==> src/hdl/alm_pkg.sv <==
// Shared types, codes and constants of the audio level meter.
package alm_pkg;

  localparam int SAMPLE_BITS  = 24;
  localparam int MAX_CHANNELS = 8;
  localparam int CH_BITS      = 3;
  localparam int XW           = 2 * SAMPLE_BITS;
  localparam int ENERGY_BITS  = 58;
  localparam int CLIPS_BITS   = 13;
  localparam int POWER_BITS   = 48;

  localparam logic [ENERGY_BITS-1:0] ENERGY_CAP = {ENERGY_BITS{1'b1}};
  localparam logic [CLIPS_BITS-1:0]  CLIPS_CAP  = {CLIPS_BITS{1'b1}};
  localparam logic signed [15:0]     RESET_FLOOR = -16'sd30720;
  localparam logic [18:0]            DB_K_Q16 = 19'd394566;

  localparam logic [1:0] KIND_SAMPLE = 2'd0;
  localparam logic [1:0] KIND_EOB    = 2'd1;
  localparam logic [1:0] KIND_CLEAR  = 2'd2;

  localparam logic [2:0] REG_DECAY  = 3'd0;
  localparam logic [2:0] REG_HOLD   = 3'd1;
  localparam logic [2:0] REG_ALPHA  = 3'd2;
  localparam logic [2:0] REG_CLIP   = 3'd3;
  localparam logic [2:0] REG_FLOOR  = 3'd4;
  localparam logic [2:0] REG_LEN    = 3'd5;
  localparam logic [2:0] REG_ACTIVE = 3'd6;

  typedef struct packed {
    logic [1:0]                    kind;
    logic [2:0]                    channel;
    logic signed [SAMPLE_BITS-1:0] sample;
  } in_t;

  typedef struct packed {
    logic [2:0]        out_channel;
    logic signed [15:0] peak_db;
    logic signed [15:0] hold_db;
    logic signed [15:0] rms_db;
    logic              clip_seen;
    logic [23:0]       run_peak;
    logic [31:0]       clip_total;
    logic              last;
  } out_t;

  typedef struct packed {
    logic [SAMPLE_BITS-1:0] peak;
    logic [ENERGY_BITS-1:0] energy;
    logic [CLIPS_BITS-1:0]  clips;
  } acc_t;

  typedef struct packed {
    logic               rd;
    logic               upd;
    logic               zero;
    logic [CH_BITS-1:0] addr;
  } acc_cmd_t;

  typedef struct packed {
    logic [SAMPLE_BITS-1:0] mag;
    logic [XW-1:0]          sq;
    logic                   hit;
  } acc_upd_t;

  typedef struct packed {
    logic signed [15:0]     peak_level;
    logic signed [15:0]     hold_level;
    logic [15:0]            hold_age;
    logic [POWER_BITS-1:0]  mean_power;
    logic                   clip_flag;
    logic [SAMPLE_BITS-1:0] largest_seen;
    logic [31:0]            clip_count;
  } meter_t;

  typedef enum logic [4:0] {
    ST_CLEAR, ST_IDLE, ST_S_RD, ST_S_SQ, ST_S_WR,
    ST_W_RD, ST_W_DAT, ST_W_M1, ST_W_M2, ST_W_M3, ST_W_M4,
    ST_W_PK, ST_W_PKW, ST_W_UPD, ST_W_RMSW, ST_W_OUT, ST_W_NEXT
  } top_state_t;

  typedef enum logic [2:0] {
    DB_IDLE, DB_NORM, DB_DIST, DB_MUL, DB_RND, DB_DONE
  } db_state_t;

endpackage

==> src/hdl/alm_accum.sv <==
// Per-channel block accumulator memory with its sample read-modify-write datapath.
module alm_accum (
  input  logic              clk,
  input  alm_pkg::acc_cmd_t cmd,
  input  alm_pkg::acc_upd_t upd,
  output alm_pkg::acc_t     rdata
);

  alm_pkg::acc_t mem [alm_pkg::MAX_CHANNELS];
  alm_pkg::acc_t nxt;
  logic [alm_pkg::ENERGY_BITS:0] room;

  always_comb begin
    nxt  = rdata;
    room = {1'b0, alm_pkg::ENERGY_CAP - rdata.energy};
    if (upd.mag > rdata.peak) nxt.peak = upd.mag;
    if ((alm_pkg::ENERGY_BITS+1)'(upd.sq) >= room) begin
      nxt.energy = alm_pkg::ENERGY_CAP;
    end else begin
      nxt.energy = rdata.energy + alm_pkg::ENERGY_BITS'(upd.sq);
    end
    if (upd.hit && rdata.clips < alm_pkg::CLIPS_CAP) nxt.clips = rdata.clips + 1'b1;
  end

  always_ff @(posedge clk) begin
    if (cmd.rd) rdata <= mem[cmd.addr];
    if (cmd.zero) begin
      mem[cmd.addr] <= '0;
    end else if (cmd.upd) begin
      mem[cmd.addr] <= nxt;
    end
  end

endmodule

==> config.mk <==
export PLATFORM = sky130hd
export DESIGN_NAME = alm_accum
export DESIGN_NICKNAME = d
export VERILOG_FILES = /design/src/hdl/alm_pkg.sv /design/src/hdl/alm_accum.sv
export SDC_FILE = /design/constraint.sdc
export NUM_CORES = 1
export LEC_CHECK = 0
export BUFFER_PORTS_ARGS = -buffer_cell sky130_fd_sc_hd__buf_4
export CORE_MARGIN = 5
export CORE_UTILIZATION = 55
export DETAILED_ROUTE_END_ITERATION = 8
export PLACE_DENSITY = 0.75
export SYNTH_ARGS = -nofsm -noshare
export SYNTH_HDL_FRONTEND = slang
export SYNTH_SLANG_ARGS = --single-unit
==> constraint.sdc <==
create_clock -name clk -period 9 [get_ports clk]
set_clock_uncertainty 0.1 [all_clocks]
set_input_delay 1.35 -clock clk [delete_from_list [all_inputs] [get_ports clk]]
set_output_delay 1.35 -clock clk [all_outputs]
set_load 0.05 [all_outputs]
==> summary.txt <==
Critical path
  • Crit end category: register
  • R2R Setup Slk: 4470 ps
  • Data required, critical path: 9210 ps
  • Crit-path cells: buf_4 -> ha_1 -> nand4_1 -> nor4_1 -> o2111ai_1 -> a21oi_1 -> or3_4 -> a31oi_1 -> a311oi_1
  • Buf+Inv Stages, Crit Path: 1
  • Crit path arrival time: 5080 ps
  • Cells on worst reg2reg path: 8
  • CP top delay family: compound AO/OA/AOI/OAI gates
  • R2r endpoint: mem[3][70]
  • CP Launch Type: primary input
  • WS Path Type: in2reg
  • Crit-path max FO: 8
  • CP max-delay cell: nor4_1
  • Slowest cell delay on critical path: 910 ps
  • Worst R2R Start: rdata[37]

Yosys
  • Mapped Cells: roughly 2200
  • Mapped cell area: 0.03431 mm²
  • Top FF cell, synth: edfxtp_1
  • Synth area leaders: edfxtp_1 (75%), a22oi_1 (8.3%), ha_1 (2.7%), nand4_1 (2.2%), a21oi_1 (1.7%)
  • Top cells by instance count after synthesis: edfxtp_1 (855), a22oi_1 (380), nand4_1 (122), a21oi_1 (119), clkbuf_1 (102)
  • Post-synthesis xor/xnor area fraction: about 1.6%
  • Synth warn: 0
  • Largest area contributor in the synthesized netlist: edfxtp_1
  • Post-synth EDFFs: 855
  • Largest family of logic cells by synthesized area: compound AO/OA/AOI/OAI gates
  • Ys async rst share: 0%
  • Post-synth net total: 2314
  • Synth Area in Simple Gates: 5.317%
  • Syn_area_per_cell: 15.89 µm²
  • Share of the synthesized area in the top cell type: roughly three quarters
  • Yosys reg bits: 855
  • Post-synthesis mux area share: less than 1%
  • Count leader, synth: edfxtp_1
  • Post-synthesis sequential area ratio: 74.83%
  • Synth Area in Compound Gates: between 10% and 20%
  • Synth Area in Adders: 2.757%
  • Synth unique cells: between 60 and 70

Detailed routing
  • Vias: 21290
  • Via density per instance: 6.602
  • ANT nets after route: 0
  • WL/cell: 27.67 µm
  • # DRC: 0
  • Initial DRC count: 2420
  • DR pass1 iterations: 6
  • Drt total wl: 89210 µm

Status
  • Outcome: completed

STA
  • Fin crit share: 54.19%
  • Final setup violation count: 0
  • RSZ-0062 raised after global routing: false
  • Worst slew margin: 30.35%
  • Worst slew pin tran: 1045 ps
  • Final WS setup: 4123 ps
  • Minimum clock period: just under 5000 ps
  • Slew Limit Fails: 0
  • FMAX: between 200 and 250 MHz
  • Final hold vios: 0
  • Fin Setup TNS: 0 ps

Min path
  • Hold Crit Depth: 2
  • Hold_sp: mem[4][44]
  • WHS Endpoint: rdata[44]
  • Worst Hold Class: reg2reg

Die
  • Die area: 0.06748 mm²
  • Row cnt: 91
  • Core ar.: 0.06171 mm²
  • Die Wd: 259.8 µm
  • Initial Utilization: ~56%
  • I/O pin cnt: 175
  • Die Span Y: roughly 260 µm

Pwr
  • PwrDens: 229.8 mW/mm²
  • Max rail drop VDD: 162.3 µV
  • Leakage: 13.28 nW

Global route
  • Antenna violations before repair: 0
  • Vias in the first global route: 21460
  • Total Routing Usage GR: 25.93%
  • Pin count of the biggest net entering global routing: 90
  • Global-route wire length before repair: around 130000 µm
  • Congestion Overflow GR: 0

Clock network
  • Setup bufs post-CTS: 0
  • Clk_lat worst skew: between 600 and 700 ps
  • Clock slew at reported path FFs: 60 ps
  • Clock sink count: ~860
  • Max Buffers Root-to-Sink: 3
  • Post-cts hold buffer count: 0
  • CTS root buffer: clkbuf_16
  • H-tree Lvls: 3
  • Post-cts resize count: 0
  • CTS tree: done
  • Inserted Clock Buffers: between 80 and 90

Place
  • Port Buffers: 174
  • Hpwl dp: 48920 µm
  • Post-place setup slack: 3679 ps
  • Placer Congestion: 0.9016

Layout
  • Final core utilization: about 64%
  • Area growth, synth to finish: 14.23%
  • Nets: 2478
  • Share of cells above drive strength 1: 14.62%
  • Antenna Cells: 0

Run
  • Number of max-cap violations: 0
[metrics by stage]
step	std cells	hold WS (ps)	total power, W	cell area, µm²
after floorplan	2159	420.9	0.005349	34310
after global placement	3075	429.0	0.005673	36560
after detailed placement	3075	432.5	0.005697	36560
after CTS	3224	439.2	0.009027	39190
after global routing	3224	458.2	0.009283	39190
final	3224	438.4	0.009008	39190
[placed cells by master, fill, tap and decap left out, types with 7 or more instances in the layout]
cell	n
a21o_1	28
a21oi_1	119
a22oi_1	380
a31oi_1	13
and3_1	12
buf_4	205
clkbuf_1	21
clkbuf_16	86
clkinv_1	14
clkinv_2	13
edfxtp_1	855
ha_1	74
inv_1	34
mux2i_1	25
nand2_1	58
nand2b_1	7
nand3_1	17
nand4_1	122
nor2_1	68
nor2b_1	10
nor2b_4	7
nor3_1	9
o21ai_0	18
o21ai_1	19
o21bai_1	10
xnor2_1	22
xor2_1	39
[sequential cells by signal (all words and copies together) (netlist names)]
name and flops:
rdata 95, mem 760
[metal layers]
layer	wire length [µm]	share of wire, %	global-route usage (%)	vias to the layer above
met5	0	0	0	-
li1	-	-	-	9131
met1	33470	38	35.93	10610
met4	3331	3.7	8.939	0
met2	43250	48	42.33	1346
met3	9156	10	4.437	200
[report_power, final]
part	switching (W)	internal [W]
logic	0.000676	0.000292
registers	0.0000715	0.00459
clock network	0.00145	0.00193
[cells by family after synthesis]
family | after synthesis
AOI/OAI and AO/OA | 636
and+or+nand+nor | 343
xor gates and xnor gates | 62
adders and majority gates | 75
buffers and inverters | 163
muxes | 25
DFF | 855
[cell type report]
cell class | instances | area, µm²
flip-flops and latches | 855 | 25670
fillers | 4338 | 22520
multi-input cells | 1141 | 8130
clock buffers | 107 | 2231
repair buffers | 207 | 1579
well taps | 837 | 1047
clock inverters | 42 | 399.1
inverters | 35 | 131.4
[worst max-delay path by stage]
stage | start | cells after the start | to
2_1_floorplan | cmd[1] | 3 | mem[3][0]
3_3_place_gp | upd[6] | 11 | mem[0][69]
3_5_place_dp | upd[27] | 9 | mem[3][70]
4_1_cts | upd[27] | 9 | mem[5][70]
5_1_grt | upd[27] | 9 | mem[5][70]
6_report | upd[27] | 9 | mem[3][70]
[tightest hold or removal path: stages, from the launching register on]
cell      delay, ps
edfxtp_1        320
a22oi_1          60
nand4_1          60
(Power assumes the default switching activity.)
