## src/hdl/alm_pkg.sv

```systemverilog
// Shared types, codes and constants of the audio level meter.
package alm_pkg;

  localparam int SAMPLE_BITS  = 24;
  localparam int MAX_CHANNELS = 8;
  localparam int CH_BITS      = 3;
  localparam int XW           = 2 * SAMPLE_BITS;
  localparam int ENERGY_BITS  = 58;
  localparam int CLIPS_BITS   = 13;
  localparam int POWER_BITS   = 48;

  localparam logic [ENERGY_BITS-1:0] ENERGY_CAP = {ENERGY_BITS{1'b1}};
  localparam logic [CLIPS_BITS-1:0]  CLIPS_CAP  = {CLIPS_BITS{1'b1}};
  localparam logic signed [15:0]     RESET_FLOOR = -16'sd30720;
  localparam logic [18:0]            DB_K_Q16 = 19'd394566;

  localparam logic [1:0] KIND_SAMPLE = 2'd0;
  localparam logic [1:0] KIND_EOB    = 2'd1;
  localparam logic [1:0] KIND_CLEAR  = 2'd2;

  localparam logic [2:0] REG_DECAY  = 3'd0;
  localparam logic [2:0] REG_HOLD   = 3'd1;
  localparam logic [2:0] REG_ALPHA  = 3'd2;
  localparam logic [2:0] REG_CLIP   = 3'd3;
  localparam logic [2:0] REG_FLOOR  = 3'd4;
  localparam logic [2:0] REG_LEN    = 3'd5;
  localparam logic [2:0] REG_ACTIVE = 3'd6;

  typedef struct packed {
    logic [1:0]                    kind;
    logic [2:0]                    channel;
    logic signed [SAMPLE_BITS-1:0] sample;
  } in_t;

  typedef struct packed {
    logic [2:0]        out_channel;
    logic signed [15:0] peak_db;
    logic signed [15:0] hold_db;
    logic signed [15:0] rms_db;
    logic              clip_seen;
    logic [23:0]       run_peak;
    logic [31:0]       clip_total;
    logic              last;
  } out_t;

  typedef struct packed {
    logic [SAMPLE_BITS-1:0] peak;
    logic [ENERGY_BITS-1:0] energy;
    logic [CLIPS_BITS-1:0]  clips;
  } acc_t;

  typedef struct packed {
    logic               rd;
    logic               upd;
    logic               zero;
    logic [CH_BITS-1:0] addr;
  } acc_cmd_t;

  typedef struct packed {
    logic [SAMPLE_BITS-1:0] mag;
    logic [XW-1:0]          sq;
    logic                   hit;
  } acc_upd_t;

  typedef struct packed {
    logic signed [15:0]     peak_level;
    logic signed [15:0]     hold_level;
    logic [15:0]            hold_age;
    logic [POWER_BITS-1:0]  mean_power;
    logic                   clip_flag;
    logic [SAMPLE_BITS-1:0] largest_seen;
    logic [31:0]            clip_count;
  } meter_t;

  typedef enum logic [4:0] {
    ST_CLEAR, ST_IDLE, ST_S_RD, ST_S_SQ, ST_S_WR,
    ST_W_RD, ST_W_DAT, ST_W_M1, ST_W_M2, ST_W_M3, ST_W_M4,
    ST_W_PK, ST_W_PKW, ST_W_UPD, ST_W_RMSW, ST_W_OUT, ST_W_NEXT
  } top_state_t;

  typedef enum logic [2:0] {
    DB_IDLE, DB_NORM, DB_DIST, DB_MUL, DB_RND, DB_DONE
  } db_state_t;

endpackage

```

## src/hdl/alm_db.sv

```systemverilog
// Iterative log2 based converter from linear amplitude or power to Q8.8 dBFS.
module alm_db #(
  parameter int LOG_TABLE_BITS = 6
) (
  input  logic                    clk,
  input  logic                    rst,
  input  logic                    start,
  input  logic                    power,
  input  logic [alm_pkg::XW-1:0]  x,
  input  logic signed [15:0]      floor_db,
  output logic                    done,
  output logic signed [15:0]      db
);

  localparam int ROM_N = 1 << LOG_TABLE_BITS;
  typedef logic [15:0] rom_t [ROM_N];

  function automatic rom_t build_rom();
    rom_t        r;
    logic [63:0] m;
    logic [15:0] frac;
    for (int i = 0; i < ROM_N; i++) begin
      m    = 64'(ROM_N + i) << (30 - LOG_TABLE_BITS);
      frac = '0;
      for (int b = 15; b >= 0; b--) begin
        m = (m * m) >> 30;
        if (m >= (64'd1 << 31)) begin
          frac[b] = 1'b1;
          m       = m >> 1;
        end
      end
      r[i] = frac;
    end
    return r;
  endfunction

  localparam rom_t ROM = build_rom();

  alm_pkg::db_state_t state, state_next;
  logic [alm_pkg::XW-1:0] xr;
  logic [5:0]             e;
  logic                   pw;
  logic [21:0]            d;
  logic [40:0]            prod;
  logic signed [15:0]     res;
  logic [21:0]            l;
  logic [21:0]            ref_l;
  logic [41:0]            rnd;
  logic [16:0]            mag_db;
  logic signed [17:0]     neg_db;

  assign l      = {e, 16'b0} + 22'(ROM[xr[alm_pkg::XW-2 -: LOG_TABLE_BITS]]);
  assign ref_l  = pw ? 22'(2 * (alm_pkg::SAMPLE_BITS - 1)) << 16
                     : 22'(alm_pkg::SAMPLE_BITS - 1) << 16;
  assign rnd    = {1'b0, prod} + (pw ? (42'd1 << 24) : (42'd1 << 23));
  assign mag_db = pw ? 17'(rnd >> 25) : 17'(rnd >> 24);
  assign neg_db = -$signed({1'b0, mag_db});

  always_ff @(posedge clk) begin
    if (rst) begin
      state <= alm_pkg::DB_IDLE;
    end else begin
      state <= state_next;
    end
  end

  always_ff @(posedge clk) begin
    case (state)
      alm_pkg::DB_IDLE: begin
        xr  <= x;
        pw  <= power;
        e   <= 6'(alm_pkg::XW - 1);
        res <= floor_db;
      end
      alm_pkg::DB_NORM: begin
        if (!xr[alm_pkg::XW-1]) begin
          xr <= xr << 1;
          e  <= e - 6'd1;
        end
      end
      alm_pkg::DB_DIST: d <= (l >= ref_l) ? 22'd0 : ref_l - l;
      alm_pkg::DB_MUL:  prod <= 41'(d) * 41'(alm_pkg::DB_K_Q16);
      alm_pkg::DB_RND: begin
        if (neg_db < 18'(floor_db)) begin
          res <= floor_db;
        end else begin
          res <= 16'(neg_db);
        end
      end
      default: ;
    endcase
  end

  always_comb begin
    state_next = state;
    case (state)
      alm_pkg::DB_IDLE: begin
        if (start) begin
          state_next = (x == '0) ? alm_pkg::DB_DONE : alm_pkg::DB_NORM;
        end
      end
      alm_pkg::DB_NORM: if (xr[alm_pkg::XW-1]) state_next = alm_pkg::DB_DIST;
      alm_pkg::DB_DIST: state_next = alm_pkg::DB_MUL;
      alm_pkg::DB_MUL:  state_next = alm_pkg::DB_RND;
      alm_pkg::DB_RND:  state_next = alm_pkg::DB_DONE;
      alm_pkg::DB_DONE: state_next = alm_pkg::DB_IDLE;
      default:          state_next = alm_pkg::DB_IDLE;
    endcase
  end

  assign done = (state == alm_pkg::DB_DONE);
  assign db   = res;

endmodule

```

## config.mk

```make
export PLATFORM = sky130hd
export DESIGN_NAME = alm_db
export DESIGN_NICKNAME = d
export VERILOG_FILES = /design/src/hdl/alm_pkg.sv /design/src/hdl/alm_db.sv
export SDC_FILE = /design/constraint.sdc
export NUM_CORES = 1
export LEC_CHECK = 0
export BUFFER_PORTS_ARGS = -buffer_cell sky130_fd_sc_hd__buf_2
export CAP_MARGIN = 0
export CELL_PAD_IN_SITES_DETAIL_PLACEMENT = 0
export CELL_PAD_IN_SITES_GLOBAL_PLACEMENT = 1
export CORE_ASPECT_RATIO = 2
export CORE_MARGIN = 10
export CORE_UTILIZATION = 53
export DETAILED_ROUTE_END_ITERATION = 16
export MAX_ROUTING_LAYER = met4
export PLACE_DENSITY = 0.95
export SYNTH_ARGS = -nofsm -noshare
export SYNTH_HDL_FRONTEND = slang
export SYNTH_SLANG_ARGS = --single-unit
```

## constraint.sdc

```tcl
create_clock -name clk -period 18.65 [get_ports clk]
set_input_delay 5.595 -clock clk [delete_from_list [all_inputs] [get_ports clk]]
set_output_delay 5.595 -clock clk [all_outputs]
set_load 0.02 [all_outputs]
```

==> flow_summary.ini, run 1 <==
[status]
status = finished, final reports clean

[clock_network]
cts_tree = built
clkTransAtPathRegs_ps = 50
postCtsResizedCells = 0
hold_buffers = 0
cts_made_buffers = 17
ctsHtreeMaxLevel = 4
cts_root_buf = clkbuf_16
clockBufferDepth = 2
cts_setup_buffers = 0
cts.sinks = 114
clk_latency_ps = 430

[drt]
routed_via_density = 5.87
drt_iter0_drc = 513
drt_pass1_iterations = 6
ant_nets = 0
finalWirelength_mm = 35.2
avgRoutedWirePerCell_um = 18.8
route.detailed.drc = 0
vias = 10990

[synth]
synth_compound_area_frac = 0.129
synth_area_um2 = 13700
synth_ff_type = edfxtp_1
synthAdderAreaFrac = 0.314
mappedNetlistNets = 1825
synth_cell_types = 77
synth_edf_count = 111
syn_area_per_cell_um2 = 9.40
async_reset_ff_frac = 0
ys_seq_area_frac = 0.248
synth-xor-area-share = 0.0396
synth_top_family_by_area = adder cells
synthMuxAreaShare = 0.0346
ys_seq_elements = 114
synthCells = 1459
synth-simple-area-share = 0.159
yosys_warnings = 0

[global_route]
track_usage = 0.221
grt_pass1_vias = 11749
antenna_found_initial = 0
grt_max_degree = 96
gr-total-overflow = 0
grt_pass1_wl_mm = 56.6

[timing]
timing.fmax_ghz = 0.130
clock_skew_ps = 9.97
setup_viol = 0
slew_violations = 0
layout_setup_ws_ps = 10960
layout_min_cycle_time_ps = 7690
fin_hold_ws_ps = 597
relSlewSlack = 0.459
tightest_slew_ps = 812
final.period_utilization = 0.413
fin_setup_tns_ps = 0
rsz0062_at_grt = false
finalHoldViolations = 0

[die]
die_y_um = 247
core_um2 = 25500
die_width_um = 134
io_pins = 85
rows = 83
initial_core_util = 0.537
die_area_um2 = 33100

[worst_setup_path]
rr_endpoint = prod[40]
start_kind = input pin
r2r_slack_ps = 12110
required_ps = 18830
path_max_fanout = 16
crit_start = floor_db[15]
critical_path_arrival_ps = 7870
endpoint_kind = flop
timing.rr.start = d[4]
critPathCapture = db[1]
r2r_cells = 19
path_class = input pin to flop

[place]
place_ws_ps = 10530
io_buffers = 84
place_congestion = 0.959
dp_hpwl_mm = 28.3

[finish]
n_fill_cell = 2238
final_common_cell = ha_1
final_nets = 1885
area_growth_pct = 9.70
antenna_cells = 0
drive_gt1_frac = 0.116
most-common-layout-cells = ha_1 (221), inv_1 (209), edfxtp_1 (111), nand2_1 (100), buf_2 (84)

[flow_run]
maxCapViolations = 0

[min_path]
worstHoldPathType = flop to flop

[pwr]
ir_drop_uv = 105
p_total_mw = 2.12
p_per_area_nw_per_um2 = 141
power_leakage_nw = 6.89
-- synthesized netlist by cell type (all sizes together), types with 4 or more instances --
| cell type | n | area share |
|---|---|---|
| a211oi | 6 | 0.0033 |
| a21boi | 5 | 0.0027 |
| a21o | 22 | 0.012 |
| a21oi | 47 | 0.017 |
| a221oi | 4 | 0.0026 |
| a311oi | 9 | 0.0058 |
| a31o | 5 | 0.0032 |
| a31oi | 14 | 0.0064 |
| and2 | 15 | 0.0068 |
| and3 | 15 | 0.0068 |
| and4 | 5 | 0.0032 |
| buf | 21 | 0.0086 |
| clkbuf | 35 | 0.0096 |
| edfxtp | 111 | 0.24 |
| fa | 77 | 0.11 |
| ha | 221 | 0.20 |
| inv | 210 | 0.057 |
| mux2 | 19 | 0.016 |
| mux2i | 8 | 0.0058 |
| mux4 | 8 | 0.013 |
| nand2 | 101 | 0.028 |
| nand2b | 60 | 0.027 |
| nand3 | 30 | 0.011 |
| nand3b | 6 | 0.0033 |
| nand4 | 13 | 0.0059 |
| nor2 | 77 | 0.021 |
| nor2b | 12 | 0.0055 |
| nor3 | 34 | 0.012 |
| nor3b | 8 | 0.0044 |
| nor4 | 19 | 0.010 |
| o2111ai | 6 | 0.0038 |
| o211ai | 10 | 0.0055 |
| o21a | 7 | 0.0038 |
| o21ai | 76 | 0.028 |
| o21bai | 4 | 0.0022 |
| o221ai | 4 | 0.0026 |
| o311ai | 7 | 0.0045 |
| o31ai | 6 | 0.0033 |
| or3 | 9 | 0.0041 |
| xnor2 | 40 | 0.026 |
| xor2 | 22 | 0.014 |
-- logic make-up after synthesis --
group / after synthesis
compound gates: 265
fa+ha+maj: 298
mux: 35
flops: 114
xor+xnor: 62
simple gates: 417
buf+inv: 268
-- area by class of cell --
| class | count | area (um^2) | share of cell area |
|---|---|---|---|
| well taps | 340 | 425 | 0.0283 |
| flip-flops and latches | 114 | 3390 | 0.226 |
| repair buffers | 97 | 518 | 0.0344 |
| clock buffers | 18 | 429 | 0.0285 |
| clock inverters | 13 | 184 | 0.0122 |
| multi-input cells | 1077 | 9290 | 0.618 |
| inverters | 212 | 796 | 0.0529 |
-- through the flow --
| step | cells | cell area (um^2) | util |
|---|---|---|---|
| after floorplan | 1459 | 13700 | - |
| after global placement | 1840 | 14400 | 0.565 |
| after detailed placement | 1840 | 14400 | 0.565 |
| after CTS | 1871 | 15000 | 0.589 |
| after global routing | 1871 | 15000 | 0.589 |
| final | 1871 | 15000 | 0.589 |
-- report_power, final --
group          internal, mW  switching (mW)
Sequential            0.381          0.0410
Combinational         0.556           0.792
Clock                 0.223           0.126
Total                  1.16           0.959
-- how the worst min path moves through the flow --
stage / cells after the start / to / slack (ps) / start
6_report: 1 / e[0] / 600 / e[0]
3_5_place_dp: 2 / xr[24] / 590 / xr[23]
2_1_floorplan: 1 / xr[47] / 520 / state[1]
3_3_place_gp: 1 / e[0] / 570 / e[0]
5_1_grt: 1 / e[0] / 620 / e[0]
4_1_cts: 1 / e[0] / 600 / e[0]
-- state kept, by name, indices dropped and copies added, names as in the netlist --
name   cells
pw         1
state      3
e          6
db        16
xr        48
d         22
prod      18
-- layer usage --
metal  vias to the layer above  share of wire  track usage
met5                         -              0            -
met4                         0          0.078        0.167
met3                       166          0.039       0.0316
met2                       352           0.56        0.423
met1                      5211           0.32        0.186
li1                       5261              -            -
-- critical path: stages --
cell and delay [ps]:
buf_2 80, inv_1 60, ha_1 290, or3b_2 460, a211oi_1 400, nor2b_1 190
o2111a_1 190, a221oi_2 60, buf_4 230, mux2_2 290
No activity file was read; power rests on OpenSTA's default activity.
==> run 2, diff against run 1 <==
--- a/config.mk
+++ b/config.mk
@@ -11,10 +11,10 @@
 export CELL_PAD_IN_SITES_GLOBAL_PLACEMENT = 1
 export CORE_ASPECT_RATIO = 2
 export CORE_MARGIN = 10
-export CORE_UTILIZATION = 53
+export CORE_UTILIZATION = 45
 export DETAILED_ROUTE_END_ITERATION = 16
 export MAX_ROUTING_LAYER = met4
-export PLACE_DENSITY = 0.95
+export PLACE_DENSITY = 0.87
 export SYNTH_ARGS = -nofsm -noshare
 export SYNTH_HDL_FRONTEND = slang
 export SYNTH_SLANG_ARGS = --single-unit
==> constraint.sdc (replaced) <==
create_clock -name clk -period 6.6 [get_ports clk]
set_input_delay 1.98 -clock clk [delete_from_list [all_inputs] [get_ports clk]]
set_output_delay 1.98 -clock clk [all_outputs]
set_load 0.02 [all_outputs]
==> flow_summary.ini, run 2 (same netlist as run 1, synthesis figures left out) <==
[timing]
slew_violations = 0
final.period_utilization = 0.952
relSlewSlack = 0.462
tightest_slew_ps = 807
fin_hold_ws_ps = 599
finalHoldViolations = 0
timing.fmax_ghz = 0.159
clock_skew_ps = 9.78
setup_viol = 0
rsz0062_at_grt = false
fin_setup_tns_ps = 0
layout_setup_ws_ps = 320
layout_min_cycle_time_ps = 6280

[clock_network]
cts_root_buf = clkbuf_16
clockBufferDepth = 2
cts.sinks = 114
clk_latency_ps = 440
ctsHtreeMaxLevel = 4
cts_tree = built
clkTransAtPathRegs_ps = 60
hold_buffers = 0
cts_made_buffers = 17

[die]
rows = 90
io_pins = 85
core_um2 = 30200
die_y_um = 267
initial_core_util = 0.454
die_area_um2 = 38300
die_width_um = 143

[worst_setup_path]
critical_path_arrival_ps = 6460
path_max_fanout = 5
required_ps = 6780
path_class = flop to flop
r2r_slack_ps = 320
start_kind = flop
r2r_cells = 19
endpoint_kind = flop

[drt]
vias = 10841
routed_via_density = 5.69
ant_nets = 0
drt_iter0_drc = 425
finalWirelength_mm = 35.5
route.detailed.drc = 0
drt_pass1_iterations = 5
avgRoutedWirePerCell_um = 18.7

[place]
place_congestion = 0.961
io_buffers = 84
placed_cell_area_um2 = 14500
place_ws_ps = 261
dp_hpwl_mm = 29.3

[pwr]
p_per_area_nw_per_um2 = 393
ir_drop_uv = 289
power_leakage_nw = 6.91

[status]
status = finished, final reports clean

[finish]
final_common_cell = ha_1
drive_gt1_frac = 0.120
final_area_um2 = 15100
antenna_cells = 0
final_util = 0.501
area_growth_pct = 10.2
reg_top3 = xr (48), d (22), prod (18)
final_nets = 1890
most-common-layout-cells = ha_1 (221), inv_1 (209), edfxtp_1 (111), nand2_1 (100), buf_2 (84)
n_fill_cell = 2816
regMostFlops = xr
largest_reg_flops = 48

[global_route]
grt_pass1_vias = 11435
grt_max_degree = 96
antenna_found_initial = 0
gr-total-overflow = 0
track_usage = 0.195
grt_pass1_wl_mm = 56.8

[min_path]
min_path_cells = 1
worstHoldPathType = flop to flop

[flow_run]
maxCapViolations = 0
## run 2: cell count changes in the layout (fill, tap and decap cells not counted)
cell        delta
a2111oi_0      -1
a2111oi_1      +1
buf_4          +5
bufinv_16      -1
clkinv_1       -1
clkinv_4       -1
clkinvlp_4     +1
inv_6          +2
inv_8          +1
## run 2: cell type report
| class | instances | area (um^2) | share of cell area |
|---|---|---|---|
| Multi-Input combinational cell | 1077 | 9300 | 0.615 |
| Tap cell | 368 | 460 | 0.0305 |
| Sequential cell | 114 | 3390 | 0.225 |
| Clock buffer | 18 | 429 | 0.0284 |
| Inverter | 212 | 796 | 0.0527 |
| Timing Repair Buffer | 102 | 556 | 0.0368 |
| Clock inverter | 14 | 178 | 0.0118 |
## run 2: timing repair
item                       CTS  global route
buffers inserted             0             1
gates resized for setup      0             1
setup endpoints to repair    0             3
## run 2: metal layers
layer / GRT usage / part of all wire
met1: 0.162 / 0.32
met3: 0.0230 / 0.025
met4: 0.115 / 0.056
met5: - / 0
met2: 0.391 / 0.59
## run 2: per-stage QoR
step                      instances  power, mW
after CTS                      1904       5.96
final                          1905       5.94
after global routing           1905       6.48
after detailed placement       1872       4.96
after global placement         1872       4.86
after floorplan                1459       4.02
## run 2: worst max-delay path: stages, from the launching register on
cell and delay, ps:
edfxtp_1 470, ha_1 360, ha_1 320, inv_1 60
fa_1 500, inv_1 50, fa_1 530, inv_1 50
fa_1 500, fa_1 540, inv_1 50, ha_1 320
a21o_1 200, a21o_1 200, a2111oi_1 590, o21ai_0 280
o21ai_0 360, o21ai_0 190, o41ai_1 340, xnor2_1 120
## run 2: worst paths after layout
| check | end | startpoint |
|---|---|---|
| worst max-delay path | prod[40] | d[4] |
| worst min-delay path | e[0] | e[0] |
| worst max register to register | prod[40] | d[4] |
| worst min register to register | e[0] | e[0] |
## run 2: power by group
part | internal, mW | switching, mW | leakage, nW | total (mW)
registers | 1.08 | 0.113 | 1.12 | 1.19
clock network | 0.598 | 0.372 | 0.290 | 0.970
logic | 1.58 | 2.20 | 5.50 | 3.78
total | 3.25 | 2.69 | 6.91 | 5.94
==> run 3, diff against run 2 <==
--- a/config.mk
+++ b/config.mk
@@ -7,11 +7,9 @@
 export LEC_CHECK = 0
 export BUFFER_PORTS_ARGS = -buffer_cell sky130_fd_sc_hd__buf_2
 export CAP_MARGIN = 0
-export CELL_PAD_IN_SITES_DETAIL_PLACEMENT = 0
-export CELL_PAD_IN_SITES_GLOBAL_PLACEMENT = 1
 export CORE_ASPECT_RATIO = 2
 export CORE_MARGIN = 10
-export CORE_UTILIZATION = 45
+export CORE_UTILIZATION = 57
 export DETAILED_ROUTE_END_ITERATION = 16
 export MAX_ROUTING_LAYER = met4
 export PLACE_DENSITY = 0.87
==> flow_summary.ini, run 3 (same netlist as run 1, synthesis figures left out) <==
[global_route]
grt_pass1_vias = 12006
gr-total-overflow = 0
grt_pass1_wl_mm = 57.9
antenna_found_initial = 1
grt_max_degree = 71
track_usage = 0.244

[clock_network]
clockBufferDepth = 2
cts_made_buffers = 17
cts.sinks = 114
clkTransAtPathRegs_ps = 60
hold_buffers = 0
clk_latency_ps = 430
cts_setup_buffers = 0
cts_tree = built
postCtsResizedCells = 0
ctsHtreeMaxLevel = 4
cts_root_buf = clkbuf_16

[flow_run]
maxCapViolations = 0

[timing]
final.period_utilization = 0.961
slew_violations = 0
layout_min_cycle_time_ps = 6340
finalHoldViolations = 0
tightest_slew_ps = 1210
rsz0062_at_grt = false
setup_viol = 0
layout_setup_ws_ps = 261
clock_skew_ps = 10.2
fin_setup_tns_ps = 0
relSlewSlack = 0.191
timing.fmax_ghz = 0.158

[drt]
vias = 11243
routed_via_density = 6.18
ant_nets = 0
avgRoutedWirePerCell_um = 19.7
route.detailed.drc = 0
drt_pass1_iterations = 5
drt_iter0_drc = 760
finalWirelength_mm = 35.9

[finish]
most-common-layout-cells = ha_1 (221), inv_1 (209), edfxtp_1 (111), nand2_1 (100), buf_2 (84)
area_growth_pct = 9.16
drive_gt1_frac = 0.116
reg_top3 = xr (48), d (22), prod (18)
final_common_cell = ha_1
final_nets = 1886
regMostFlops = xr
final_util = 0.628
largest_reg_flops = 48

[die]
initial_core_util = 0.575
die_y_um = 239
die_area_um2 = 31000
die_width_um = 130
io_pins = 85
core_um2 = 23800
rows = 80

[worst_setup_path]
cpPeakStageDelay_ps = 560
required_ps = 6760
path_cells = ha_1 > ha_1 > inv_1 > fa_1 > inv_1 > fa_1 > inv_1 > fa_1 > fa_1 > inv_1 > ha_1 > a21o_1 > a21o_1 > a2111oi_0 > buf_4 > o21ai_0 > o211ai_1 > a211oi_1 > o21ai_0 > a2111oi_2
start_kind = flop
slowest_stage = fa_1
path_max_fanout = 6
critical_path_arrival_ps = 6490
path_class = flop to flop
endpoint_kind = flop

[pwr]
clkPwrFrac = 0.158
p_int_mw = 3.27
seqPwrFrac = 0.200
switching_share = 0.455
power_leakage_nw = 6.88
combPwrFrac = 0.642
ir_drop_uv = 265
switching_power_mw = 2.72
p_per_area_nw_per_um2 = 400

[status]
status = finished, final reports clean

[min_path]
worstHoldPathType = flop to flop

[place]
place_congestion = 0.954
io_buffers = 84
dp_hpwl_mm = 28.8
place_ws_ps = 506
run 3: through the flow:
stage / total power, mW / instances / hold slack [ps] / instance area, um^2
finish: 5.99 / 1820 / 604 / 15000
detailed placement: 4.96 / 1788 / 593 / 14400
floorplan: 4.02 / 1459 / 524 / 13700
global route: 6.51 / 1820 / 631 / 15000
CTS: 5.97 / 1819 / 609 / 15000
global placement: 4.82 / 1788 / 571 / 14400
run 3: power groups by stage:
stage / Combinational, mW / Sequential [mW] / Clock (mW)
detailed placement: 3.75 / 1.21 / 0
CTS: 3.82 / 1.20 / 0.949
floorplan: 2.85 / 1.17 / 0
global route: 4.31 / 1.22 / 0.979
global placement: 3.62 / 1.20 / 0
finish: 3.84 / 1.20 / 0.946
run 3: per-layer routing:
| metal | vias to the layer above | GRT usage | part of all wire |
|---|---|---|---|
| met3 | 208 | 0.0388 | 0.039 |
| met4 | 0 | 0.198 | 0.092 |
| met5 | - | - | 0 |
| met2 | 427 | 0.453 | 0.55 |
| li1 | 5258 | - | - |
| met1 | 5350 | 0.206 | 0.32 |
run 3: worst max-delay path, delay by kind of cell (launching register included):
family / cells / cell delay (ps)
adders and majority gates: 7 / 3100
DFF: 1 / 480
AOI/OAI and AO/OA: 8 / 2080
buffers and inverters: 5 / 410
run 3: final cells by class:
cell class / count / area, um^2
diodes: 1 / 2.50
well taps: 287 / 359
repair buffers: 98 / 526
clock inverters: 12 / 156
flip-flops and latches: 114 / 3390
fillers: 1900 / 8860
multi-input cells: 1077 / 9300
clock buffers: 19 / 433
inverters: 212 / 796
run 3: path summary, 6_finish.rpt:
path                            start  endpoint  slack (ps)  cells past startpoint
worst min-delay path             e[0]      e[0]         600                      1
worst min register to register   e[0]      e[0]         600                      1
worst max register to register   d[4]  prod[36]         260                     20
worst max-delay path             d[4]  prod[36]         260                     20
